### config.mk
export PLATFORM = sky130hd
export DESIGN_NAME = playfair_digraph_cipher_top
export DESIGN_NICKNAME = d
export VERILOG_FILES = /design/src/rtl/pdc_pkg.sv /design/src/rtl/pdc_ctrl.sv /design/src/rtl/pdc_datapath.sv /design/src/rtl/playfair_digraph_cipher_top.sv
export VERILOG_INCLUDE_DIRS = /design/src /design/src/rtl
export SDC_FILE = /design/constraint.sdc
export NUM_CORES = 1
export LEC_CHECK = 0
export ABC_AREA = 0
export BUFFER_PORTS_ARGS = -buffer_cell sky130_fd_sc_hd__buf_4
export CAP_MARGIN = 0
export CORE_MARGIN = 4
export CORE_UTILIZATION = 35
export CTS_BUF_LIST = sky130_fd_sc_hd__clkbuf_16
export DETAILED_ROUTE_END_ITERATION = 16
export PLACE_DENSITY_LB_ADDON = 0.25
export SLEW_MARGIN = 20
export SYNTH_ARGS = -nofsm -noshare
export SYNTH_HDL_FRONTEND = slang
export SYNTH_SLANG_ARGS = --single-unit
### constraint.sdc
create_clock -name aclk -period 10.95 [get_ports aclk]
set_clock_uncertainty 0.15 [all_clocks]
set_input_delay 1.095 -clock aclk [delete_from_list [all_inputs] [get_ports aclk]]
set_output_delay 1.095 -clock aclk [all_outputs]
set_load 0.1 [all_outputs]
### src/rtl/assert_macros.svh
// Assertion helpers shared by the cipher RTL.
`ifndef ASSERT_MACROS_SVH
`define ASSERT_MACROS_SVH

// Checked only while out of reset.
`define PDC_ASSERT(label, clk, rstn, prop, msg) \
    label: assert property (@(posedge clk) disable iff (!(rstn)) (prop)) else $error(msg);

// Checked at every edge, reset included.
`define PDC_ASSERT_ALWAYS(label, clk, prop, msg) \
    label: assert property (@(posedge clk) (prop)) else $error(msg);

`endif

### src/rtl/pdc_pkg.sv
package pdc_pkg;

    // s_mode codes
    localparam logic MODE_KEY  = 1'b0;
    localparam logic MODE_TEXT = 1'b1;

    // controller -> datapath
    typedef struct packed {
        logic key_accept;
        logic text_accept;
        logic fill_step;
        logic decide;
        logic flush_pair;
        logic flush_error;
        logic look1;
        logic look2;
        logic emit_a;
        logic emit_b;
    } pdc_cmd_t;

    // datapath -> controller
    typedef struct packed {
        logic complete;
        logic fill_last;
        logic pair_now;
        logic flush_needed;
        logic direction;
        logic out_free;
    } pdc_status_t;

endpackage

### src/rtl/pdc_ctrl.sv
`include "assert_macros.svh"

module pdc_ctrl
    import pdc_pkg::*;
(
    input  logic        aclk,
    input  logic        aresetn,
    input  logic        s_valid,
    input  logic        s_mode,
    output logic        s_ready,
    input  pdc_status_t status,
    output pdc_cmd_t    cmd
);

    typedef enum logic [2:0] {
        ST_IDLE,
        ST_FILL,
        ST_DECIDE,
        ST_LOOK1,
        ST_LOOK2,
        ST_EMIT_A,
        ST_EMIT_B,
        ST_FLUSH
    } state_t;

    state_t state_reg, state_next;

    always_comb begin
        cmd        = '0;
        state_next = state_reg;
        s_ready    = (state_reg == ST_IDLE);
        unique case (state_reg)
            ST_IDLE: begin
                if (s_valid) begin
                    if (s_mode == MODE_TEXT) begin
                        cmd.text_accept = 1'b1;
                        state_next = status.complete ? ST_DECIDE : ST_FILL;
                    end else begin
                        cmd.key_accept = 1'b1;
                    end
                end
            end
            ST_FILL: begin
                cmd.fill_step = 1'b1;
                if (status.fill_last) begin
                    state_next = ST_DECIDE;
                end
            end
            ST_DECIDE: begin
                cmd.decide = 1'b1;
                state_next = status.pair_now ? ST_LOOK1 : ST_FLUSH;
            end
            ST_LOOK1: begin
                cmd.look1  = 1'b1;
                state_next = ST_LOOK2;
            end
            ST_LOOK2: begin
                cmd.look2  = 1'b1;
                state_next = ST_EMIT_A;
            end
            ST_EMIT_A: begin
                if (status.out_free) begin
                    cmd.emit_a = 1'b1;
                    state_next = ST_EMIT_B;
                end
            end
            ST_EMIT_B: begin
                if (status.out_free) begin
                    cmd.emit_b = 1'b1;
                    state_next = ST_FLUSH;
                end
            end
            ST_FLUSH: begin
                // odd tail on a last byte: pad with X, or flag on decrypt
                if (status.flush_needed) begin
                    if (status.direction) begin
                        cmd.flush_pair = 1'b1;
                        state_next = ST_LOOK1;
                    end else if (status.out_free) begin
                        cmd.flush_error = 1'b1;
                        state_next = ST_IDLE;
                    end
                end else begin
                    state_next = ST_IDLE;
                end
            end
            default: state_next = ST_IDLE;
        endcase
    end

    always_ff @(posedge aclk) begin
        if (!aresetn) begin
            state_reg <= ST_IDLE;
        end else begin
            state_reg <= state_next;
        end
    end

    `PDC_ASSERT(a_cmd_onehot, aclk, aresetn, $onehot0(cmd), "more than one datapath command")
    `PDC_ASSERT(a_look_order, aclk, aresetn, cmd.look2 |-> $past(cmd.look1), "square read without place read")
    `PDC_ASSERT_ALWAYS(a_reset_idle, aclk, !aresetn |=> (state_reg == ST_IDLE), "not idle after reset")

endmodule

### src/rtl/pdc_datapath.sv
`include "assert_macros.svh"

module pdc_datapath
    import pdc_pkg::*;
(
    input  logic        aclk,
    input  logic        aresetn,
    input  logic        cfg_valid,
    input  logic        cfg_direction,
    input  logic [7:0]  s_char_byte,
    input  logic        s_first,
    input  logic        s_last,
    input  pdc_cmd_t    cmd,
    output pdc_status_t status,
    output logic        m_valid,
    input  logic        m_ready,
    output logic [4:0]  m_letter,
    output logic        m_last_out,
    output logic        m_error
);

    localparam int unsigned LETTERS = 26;
    localparam int unsigned SIDE    = 5;
    localparam int unsigned CELLS   = SIDE * SIDE;
    localparam logic [4:0]  LET_I   = 5'd8;
    localparam logic [4:0]  LET_J   = 5'd9;
    localparam logic [4:0]  LET_X   = 5'd23;

    function automatic logic [2:0] pos_row(input logic [4:0] p);
        pos_row = (p >= 5'd20) ? 3'd4 :
                  (p >= 5'd15) ? 3'd3 :
                  (p >= 5'd10) ? 3'd2 :
                  (p >= 5'd5)  ? 3'd1 : 3'd0;
    endfunction

    function automatic logic [4:0] cell_pos(input logic [2:0] r, input logic [2:0] c);
        cell_pos = {r, 2'b00} + 5'(r) + 5'(c);
    endfunction

    function automatic logic [2:0] pos_col(input logic [4:0] p);
        logic [4:0] base;
        base    = cell_pos(pos_row(p), 3'd0);
        pos_col = 3'(p - base);
    endfunction

    // right/down when encrypting, left/up when decrypting
    function automatic logic [2:0] shift(input logic [2:0] v, input logic fwd);
        if (fwd) begin
            shift = (v == 3'(SIDE - 1)) ? 3'd0 : v + 3'd1;
        end else begin
            shift = (v == 3'd0) ? 3'(SIDE - 1) : v - 3'd1;
        end
    endfunction

    logic               dir_reg;
    logic [LETTERS-1:0] used_reg, used_next, used_base;
    logic [4:0]         fill_reg, fill_next, fill_base;
    logic               complete_reg, complete_next;
    logic [4:0]         pend_letter_reg, pend_letter_next;
    logic               pend_valid_reg, pend_valid_next;
    logic [4:0]         txt_letter_reg;
    logic               txt_isletter_reg;
    logic               txt_last_reg;
    logic [4:0]         sweep_reg, sweep_next;
    logic [4:0]         op_a_reg, op_a_next, op_b_reg, op_b_next;
    logic [4:0]         place_a_reg, place_b_reg;
    logic [4:0]         sq_a_reg, sq_b_reg;
    logic               out_valid_reg;
    logic [4:0]         out_letter_reg;
    logic               out_last_reg, out_err_reg;

    logic [4:0] place_mem [LETTERS];
    logic [4:0] sq_mem    [CELLS];

    logic       in_is_letter;
    logic [4:0] in_raw, in_letter;
    logic       place_en, do_place;
    logic [4:0] place_l;
    logic       dbl;
    logic [2:0] ra, ca, rb, cb;
    logic [4:0] addr_a, addr_b;

    // 'A' and 'a' both have low bits 00001
    always_comb begin
        in_is_letter = ((s_char_byte >= 8'h41) && (s_char_byte <= 8'h5a)) ||
                       ((s_char_byte >= 8'h61) && (s_char_byte <= 8'h7a));
        in_raw       = s_char_byte[4:0] - 5'd1;
        in_letter    = (in_raw == LET_J) ? LET_I : in_raw;
    end

    // square build: keyword letters, then the completion sweep
    always_comb begin
        used_base     = used_reg;
        fill_base     = fill_reg;
        complete_next = complete_reg;
        place_en      = 1'b0;
        place_l       = in_letter;
        if (cmd.key_accept) begin
            if (s_first) begin
                used_base     = '0;
                fill_base     = '0;
                complete_next = 1'b0;
            end
            place_en = in_is_letter && (s_first || !complete_reg);
        end else if (cmd.fill_step) begin
            place_l  = sweep_reg;
            place_en = (sweep_reg != LET_J);
            if (status.fill_last) begin
                complete_next = 1'b1;
            end
        end
        do_place  = place_en && !used_base[place_l] && (fill_base < 5'(CELLS));
        used_next = used_base;
        fill_next = fill_base;
        if (do_place) begin
            used_next[place_l] = 1'b1;
            fill_next          = fill_base + 5'd1;
        end
    end

    assign sweep_next = cmd.text_accept ? 5'd0 : (cmd.fill_step ? sweep_reg + 5'd1 : sweep_reg);

    // pairing of text letters
    assign dbl = dir_reg && (pend_letter_reg == txt_letter_reg);

    always_comb begin
        pend_letter_next = pend_letter_reg;
        pend_valid_next  = pend_valid_reg;
        op_a_next        = op_a_reg;
        op_b_next        = op_b_reg;
        if (cmd.text_accept && s_first) begin
            pend_valid_next = 1'b0;
        end
        if (cmd.decide && txt_isletter_reg) begin
            if (!pend_valid_reg) begin
                pend_letter_next = txt_letter_reg;
                pend_valid_next  = 1'b1;
            end else begin
                op_a_next = pend_letter_reg;
                op_b_next = dbl ? LET_X : txt_letter_reg;
                // a doubled letter stays pending behind the inserted X
                if (!dbl) begin
                    pend_valid_next = 1'b0;
                end
            end
        end
        if (cmd.flush_pair) begin
            op_a_next       = pend_letter_reg;
            op_b_next       = LET_X;
            pend_valid_next = 1'b0;
        end
        if (cmd.flush_error) begin
            pend_valid_next = 1'b0;
        end
    end

    // row, column and rectangle rules
    always_comb begin
        ra = pos_row(place_a_reg);
        ca = pos_col(place_a_reg);
        rb = pos_row(place_b_reg);
        cb = pos_col(place_b_reg);
        if (ra == rb) begin
            addr_a = cell_pos(ra, shift(ca, dir_reg));
            addr_b = cell_pos(rb, shift(cb, dir_reg));
        end else if (ca == cb) begin
            addr_a = cell_pos(shift(ra, dir_reg), ca);
            addr_b = cell_pos(shift(rb, dir_reg), cb);
        end else begin
            addr_a = cell_pos(ra, cb);
            addr_b = cell_pos(rb, ca);
        end
    end

    always_ff @(posedge aclk) begin
        if (!aresetn) begin
            dir_reg        <= 1'b1;
            used_reg       <= '0;
            fill_reg       <= '0;
            complete_reg   <= 1'b0;
            pend_valid_reg <= 1'b0;
            out_valid_reg  <= 1'b0;
        end else begin
            if (cfg_valid) begin
                dir_reg <= cfg_direction;
            end
            used_reg       <= used_next;
            fill_reg       <= fill_next;
            complete_reg   <= complete_next;
            pend_valid_reg <= pend_valid_next;
            if (cmd.emit_a || cmd.emit_b || cmd.flush_error) begin
                out_valid_reg <= 1'b1;
            end else if (m_ready) begin
                out_valid_reg <= 1'b0;
            end
        end
    end

    always_ff @(posedge aclk) begin
        pend_letter_reg <= pend_letter_next;
        sweep_reg       <= sweep_next;
        op_a_reg        <= op_a_next;
        op_b_reg        <= op_b_next;
        if (cmd.text_accept) begin
            txt_letter_reg   <= in_letter;
            txt_isletter_reg <= in_is_letter;
            txt_last_reg     <= s_last;
        end
        if (cmd.emit_a) begin
            out_letter_reg <= sq_a_reg;
            out_last_reg   <= 1'b0;
            out_err_reg    <= 1'b0;
        end else if (cmd.emit_b) begin
            out_letter_reg <= sq_b_reg;
            out_last_reg   <= txt_last_reg && !pend_valid_reg;
            out_err_reg    <= 1'b0;
        end else if (cmd.flush_error) begin
            out_letter_reg <= 5'd0;
            out_last_reg   <= 1'b1;
            out_err_reg    <= 1'b1;
        end
    end

    always_ff @(posedge aclk) begin
        if (do_place) begin
            sq_mem[fill_base]  <= place_l;
            place_mem[place_l] <= fill_base;
        end
        if (cmd.look1) begin
            place_a_reg <= place_mem[op_a_reg];
            place_b_reg <= place_mem[op_b_reg];
        end
        if (cmd.look2) begin
            sq_a_reg <= sq_mem[addr_a];
            sq_b_reg <= sq_mem[addr_b];
        end
    end

    always_comb begin
        status.complete     = complete_reg;
        status.fill_last    = (sweep_reg == 5'(LETTERS - 1));
        status.pair_now     = txt_isletter_reg && pend_valid_reg;
        status.flush_needed = txt_last_reg && pend_valid_reg;
        status.direction    = dir_reg;
        status.out_free     = !out_valid_reg || m_ready;
    end

    assign m_valid    = out_valid_reg;
    assign m_letter   = out_letter_reg;
    assign m_last_out = out_last_reg;
    assign m_error    = out_err_reg;

    `PDC_ASSERT(a_load_free, aclk, aresetn, (cmd.emit_a || cmd.emit_b || cmd.flush_error) |-> (!out_valid_reg || m_ready), "result register overwritten")
    `PDC_ASSERT(a_square_ready, aclk, aresetn, cmd.decide |-> complete_reg, "pairing before square complete")
    `PDC_ASSERT(a_fill_bound, aclk, aresetn, do_place |=> (fill_reg <= 5'(CELLS)), "square overfilled")

endmodule

### src/rtl/playfair_digraph_cipher_top.sv
// A keyword byte is taken in the idle state. A text byte goes to decide, then, if it closes
// a pair, to the place lookup, the square lookup and the emission of both letters, then the tail flush.
// The first text byte after a keyword first runs the completion sweep of the square.
// Pair lookups read the letter-position memory, then the square memory.
// Reset (aresetn, synchronous, active low): empty square, no pending letter, direction 1.
module playfair_digraph_cipher_top
    import pdc_pkg::*;
(
    input  logic       aclk,
    input  logic       aresetn,
    input  logic       cfg_valid,
    output logic       cfg_ready,
    input  logic       cfg_direction,
    input  logic       s_valid,
    output logic       s_ready,
    input  logic       s_mode,
    input  logic [7:0] s_char_byte,
    input  logic       s_first,
    input  logic       s_last,
    output logic       m_valid,
    input  logic       m_ready,
    output logic [4:0] m_letter,
    output logic       m_last_out,
    output logic       m_error
);

    pdc_cmd_t    cmd;
    pdc_status_t status;

    assign cfg_ready = 1'b1;

    pdc_ctrl u_ctrl (
        .aclk    (aclk),
        .aresetn (aresetn),
        .s_valid (s_valid),
        .s_mode  (s_mode),
        .s_ready (s_ready),
        .status  (status),
        .cmd     (cmd)
    );

    pdc_datapath u_datapath (
        .aclk          (aclk),
        .aresetn       (aresetn),
        .cfg_valid     (cfg_valid),
        .cfg_direction (cfg_direction),
        .s_char_byte   (s_char_byte),
        .s_first       (s_first),
        .s_last        (s_last),
        .cmd           (cmd),
        .status        (status),
        .m_valid       (m_valid),
        .m_ready       (m_ready),
        .m_letter      (m_letter),
        .m_last_out    (m_last_out),
        .m_error       (m_error)
    );

endmodule
# == After elaboration in Yosys (flattened, before gate mapping) ==
# Memories as Yosys holds them, arrays and structs flattened. A register that Yosys moved wholly into a read port is not among the register bits.
# Index checks and enable logic that the tools add are counted.
# word_totals
memories,2
ramBits,255
out_inout_bits,10
ff_bits,72
# op_classes
add_sub_neg,23
eq_ne,24
bitwise_logic,3
reduce_logical,40
order_cmp,15
muxes,92
# memory_table
name,depth,word_bits,rd,rd_clocked_by_memory_dff,wr,line,source
u_datapath.place_mem,26,5,2,2,1,pdc_datapath.sv:72,logic [4:0] place_mem [LETTERS];
u_datapath.sq_mem,25,5,2,2,1,pdc_datapath.sv:73,logic [4:0] sq_mem [CELLS];
# ops
operator,n
2-to-1 mux 3 bit,33
2-to-1 mux 5 bit,17
2-to-1 mux 26 bit,3
adder 5 x 3 -> 5 bit,10
2-to-1 mux 1 bit,31
OR 26 bit,1
equality test 3 bit (second input constant),8
one-hot mux 3 bit (8 select lines),1
>= comparator 5 x 4 -> 1 bit (second input constant),4
>= comparator 8 x 7 -> 1 bit (second input constant),2
less-or-equal comparator 8 x 7 -> 1 bit (second input constant),2
zero test 3 bit,5
adder 3 x 1 -> 3 bit (second input constant),4
logical AND 1 bit,12
nonzero test 2 bit,6
subtractor 3 x 1 -> 3 bit (second input constant),4
adder 5 x 1 -> 5 bit (second input constant),2
>= comparator 5 x 3 -> 1 bit (second input constant),2
>= comparator 5 bit (second input constant),2
2-to-1 mux 2 bit,5
inequality test 2 bit (second input constant),5
equality test 3 x 2 -> 1 bit (second input constant),2
equality test 3 bit,2
less-than comparator 5 x 6 -> 1 bit (second input constant),1
22 further kinds,33

# == Logic depth before layout (Yosys ltp) ==
# logic_depth
word_depth,14
mapped_depth,25
mapped_depth_nobuf,24

# == Hierarchy ==
# A second synthesis with hierarchy kept.
# unflattened
cells_unflattened,1511
hier_area_um2,18121.1
# modules_own_cells
mod,area_each_um2,instances,cells_each
pdc_datapath,17765.8,1,1466
pdc_ctrl,344.1,1,43
playfair_digraph_cipher_top,11.3,1,2

# == Worst setup path before layout ==
# Ideal clock, no wire load.
# synth_path
path_type,reg-to-reg
startpoint,register u_ctrl.state_reg[0]
endpoint,"memory u_datapath.sq_mem[24][0], enable pin"
path_stages_with_launch,10
slack_ns,5.263
n_path_buf,1
required_ns,10.419
arrival_time_ns,5.156
synth_period_minus_slack_ns,5.687
cell_sequence,dfxtp_1 > nor3_1 > nand3_1 > nand2_1 > inv_1 > a32oi_1 > a21boi_2 > buf_4 > nand2_1 > nor4_1
# synth_lines
item,line,source
"start, declared",pdc_ctrl.sv:26,"state_t state_reg, state_next;"
"start signal, assigned",pdc_ctrl.sv:95,state_reg <= state_next;
zero test 3 bit (*),n/a,
net s_ready,playfair_digraph_cipher_top.sv:15,"output logic s_ready,"
2-to-1 mux 2 bit (*),pdc_ctrl.sv:32,unique case (state_reg)
2-to-1 mux 5 bit (*),pdc_datapath.sv:98,if (cmd.key_accept) begin
net u_datapath.fill_base[4],pdc_datapath.sv:57,"logic [4:0] fill_reg, fill_next, fill_base;"
less-than comparator 5 bit,pdc_datapath.sv:112,do_place = place_en && !used_base[place_l] && (fill_base < 5'(CELLS));
logical AND 1 bit,pdc_datapath.sv:112,
2-to-1 mux 1 bit,pdc_datapath.sv:225,if (do_place) begin
2-to-1 mux 1 bit (not written as such),pdc_datapath.sv:226,sq_mem[fill_base] <= place_l;
"end, declared",pdc_datapath.sv:73,
# The timed path passes the listed nets; every way through them passes the cells marked *. The select of a mux whose other input is x is not followed.

# == Worst setup path after layout ==
# layout_path
startpoint,"register u_datapath.place_b_reg[1], read port of u_datapath.place_mem"
endpoint,"register u_datapath.sq_b_reg[1], read port of u_datapath.sq_mem (data pin)"
# layout_via
elab_chain_cells,14
# layout_rtl
item,line,source
"start, declared",pdc_datapath.sv:66,"logic [4:0] place_a_reg, place_b_reg;"
"parallel branches: the longest is 13 deep, another holds >= comparator 5 x 3 -> 1 bit",n/a,
2-to-1 mux 5 bit (*),pdc_datapath.sv:163,if (ra == rb) begin
"end, declared",pdc_datapath.sv:67,"logic [4:0] sq_a_reg, sq_b_reg;"
# Mark *: on every way between the ends. The select of a mux whose other input is x is not followed.
# A chain may end at the register's enable or synchronous reset.

==> results.cfg <==
[run_status]
status = finished clean

[routing]
route.detailed.drc = 0
dr.pass1.iters = 5
drt_first_iter_violations = 1330
via_per_inst = 5.623
ant_nets = 0
routed_wl_um = 49890
wl_per_cell_um = 22.87
num_vias = 12269

[synthesis]
syn_avg_cell_area_um2 = 12.40
synth_top_family_by_area = multiplexers
async_reset_ff_share_pct = 0
synth_nets = 1536
synth_ff_type = edfxtp_1
syn_area_mm2 = 0.01815
yosys.area_share.simple_pct = 10.97
yosysWarnings = 0
synthAdderAreaFrac_pct = 4.205
synthMuxAreaShare_pct = 14.07
synthCells = 1464
synth_xor_area_share_pct = 1.544
synth_compound_area_share_pct = 11.36
yosysSeqAreaShare_pct = 54.65
synth_edf_count = 297
ys_types = 75
ys_seq_elements = 347

[final_layout]
most-common-layout-cells = edfxtp_1 (297), nand2_1 (160), nor2_1 (103)
largest_register_ffs = 130
syn_to_final_growth_pct = 11.51
layout.nets = 1543
n_antenna_cell = 0
drive_gt1_share_pct = 14.51
layout_commonest_cell = edfxtp_1

[placed_design]
place_congestion = 0.9049
io_buffers = 25
place_ws_ps = 4031
post-dp-hpwl_um = 33950

[die]
io_pins = 27
die_h_um = 235.7
fp.dieArea_mm2 = 0.05557
dieWidth_um = 235.7
num_rows = 83
core_area_mm2 = 0.05130
start_util_pct = 35.38

[global_routing]
grt_use_total_pct = 17.56
antenna_found_initial = 0
busiest_layer = met2
grtUsageMet3_pct = 2.167
globalRouteOverflowTotal = 0
grt_use_met1_pct = 25.45
grt_max_degree = 40
grt_pass1_vias = 12169
grt_pass1_wl_um = 75440
use_met2_pct = 27.98

[flow_run]
cap_violations = 0

[clock_tree]
clock-sinks = 347
holdBufCountCts = 0
post-cts-setup-buffers = 0
clkSlewWorstSetupHoldPaths_ps = 60
worstSkewPairLatency_ps = 560
cts_buffers = 40
cts_tree = yes
cts_root_buf = clkbuf_16
htreeDepth = 2
cts.repair.resized = 0
cts.path.max_buffers = 3

[sta]
tns_ps = 0
setup-violations-final = 0
rsz0062_at_grt = no
hold_violations = 0
timing.fmax_mhz = 144.3
worstMarginPinSlew_ps = 1060
final-max-slew-violation-count = 0
postLayoutSetupSlackWorst_ps = 4019
slew_headroom_pct = 28.86
period_share_pct = 63.30
period_needed_ps = 6931

[pwr]
p_leak_nw = 7.152
ir_worst_vdd_uv = 114.8
p_per_area_mw_per_mm2 = 206.7

[worst_setup_path]
critPathLaunchType = register
cpLargestDelayFamily = compound AO/OA/AOI/OAI gates
cp_max_fo = 31
crit_type = reg2reg
worst-path-buf-inv = 4
slowest_delay_ps = 820
path_common_cell = inv_1
endpoint_kind = register
required_ps = 11060
worstPathCellList = nor2b_1 -> a211o_1 -> nand2_1 -> inv_1 -> ha_1 -> inv_1 -> fa_1 -> and3_1 -> a221o_1 -> nor3_4 -> inv_2 -> a2111oi_4 -> nor3_1 -> o21ai_1 -> nand2_2 -> buf_4 -> a221oi_1 -> o21ai_0 -> o221ai_1 -> a311oi_1
slowest_stage = o21ai_1
worstPathArrival_ps = 7040

[worst_hold_path]
min_path_type = reg2reg
cell families after synthesis:
kind of cell,count (synthesis)
simple gates,429
flops,347
compound gates,305
mux,158
buf+inv,137
fa+ha+maj,55
xor+xnor,32
other cells,1
final cells by class:
class                           count  area (um^2)
Clock buffer                       44         1101
Clock inverter                     29        143.9
Fill cell                        4828        31060
Inverter                           56        210.2
Multi-Input combinational cell    980         7667
Sequential cell                   347         9922
Tap cell                          680        850.8
Timing Repair Buffer               46        345.3
path summary, 6_finish.rpt:
path | to | slack [ps] | from | depth (start not counted)
worst min register to register | u_datapath.used_reg[13]$_SDFF_PN0_ | 310 | u_datapath.used_reg[13]$_SDFF_PN0_ | 2
worst max-delay path | u_datapath.sq_b_reg[1]$_DFFE_PP_ | 4020 | u_datapath.place_b_reg[1]$_DFFE_PP_ | 20
worst min-delay path | u_datapath.used_reg[13]$_SDFF_PN0_ | 310 | u_datapath.used_reg[13]$_SDFF_PN0_ | 2
worst max register to register | u_datapath.sq_b_reg[1]$_DFFE_PP_ | 4020 | u_datapath.place_b_reg[1]$_DFFE_PP_ | 20
stage by stage:
stage / total power, mW / area (um^2) / util [%] / hold slack, ps / instances
final: 4.183 / 20240 / 39.45 / 314.5 / 2182
after global routing: 4.369 / 20240 / 39.45 / 334.5 / 2182
after CTS: 4.210 / 20240 / 39.45 / 314.1 / 2182
after detailed placement: 2.937 / 19000 / 37.03 / 305.6 / 2109
after global placement: 2.916 / 19000 / 37.03 / 299.0 / 2109
after floorplan: 2.530 / 18150 / - / 286.6 / 1464
synth_stat cells, types with 4 or more instances:
cell      number  share of area (%)
and2_1         9               0.31
a32o_1         6               0.33
mux4_2        76                9.4
a31oi_1        6               0.21
or3_1          7               0.24
o221ai_1      10               0.48
inv_1         52                1.1
a21o_1         6               0.25
a311oi_1       8               0.39
a32oi_1       19               0.92
xor2_1        16               0.77
a211oi_1      23               0.95
o211ai_1       5               0.21
a21oi_1       91                2.5
and3_1         7               0.24
o22ai_1       14               0.48
o21a_1         9               0.37
fa_1          10                1.1
nor2_1       103                2.1
nand2b_1      15               0.52
buf_1         11               0.23
a221oi_1      12               0.58
o21ai_1       17               0.47
a22o_1        11               0.53
clkbuf_1      47               0.97
nand3_1       31               0.85
edfxtp_1     297                 49
buf_2         10               0.28
dfxtp_1       50                5.5
a221o_1        4               0.22
nor3b_1        7               0.29
o21ai_0       39                1.1
or2_2          5               0.17
xnor2_1       16               0.77
ha_1          45                3.1
buf_4         11               0.45
nor2b_1       26               0.90
o22a_1         5               0.24
a22oi_1        4               0.17
nor4_1         6               0.21
nand4_1        6               0.21
nor3_1        30               0.83
mux2i_1       68                3.7
mux2_2        13               0.81
nand2_1      162                3.4
tightest hold or removal path: stages, from the launching register on:
cell and delay, ps:
dfxtp_1 310, nand3_1 60, o21ai_1 50
report_power, final:
group          leakage [nW]  switching [mW]  internal (mW)
Sequential             3.26          0.0800           1.59
Clock                 0.642           0.543          0.722
Combinational          3.25           0.848          0.403
Total                  7.15            1.47           2.71
layer usage:
layer	part of all wire, %	up-vias	wire, um
met3	6.1	79	3024
li1	-	5617	-
met5	0	-	0
met1	45	6153	22410
met2	47	420	23290
met4	2.4	0	1173
No activity file was read; power rests on OpenSTA's default activity.
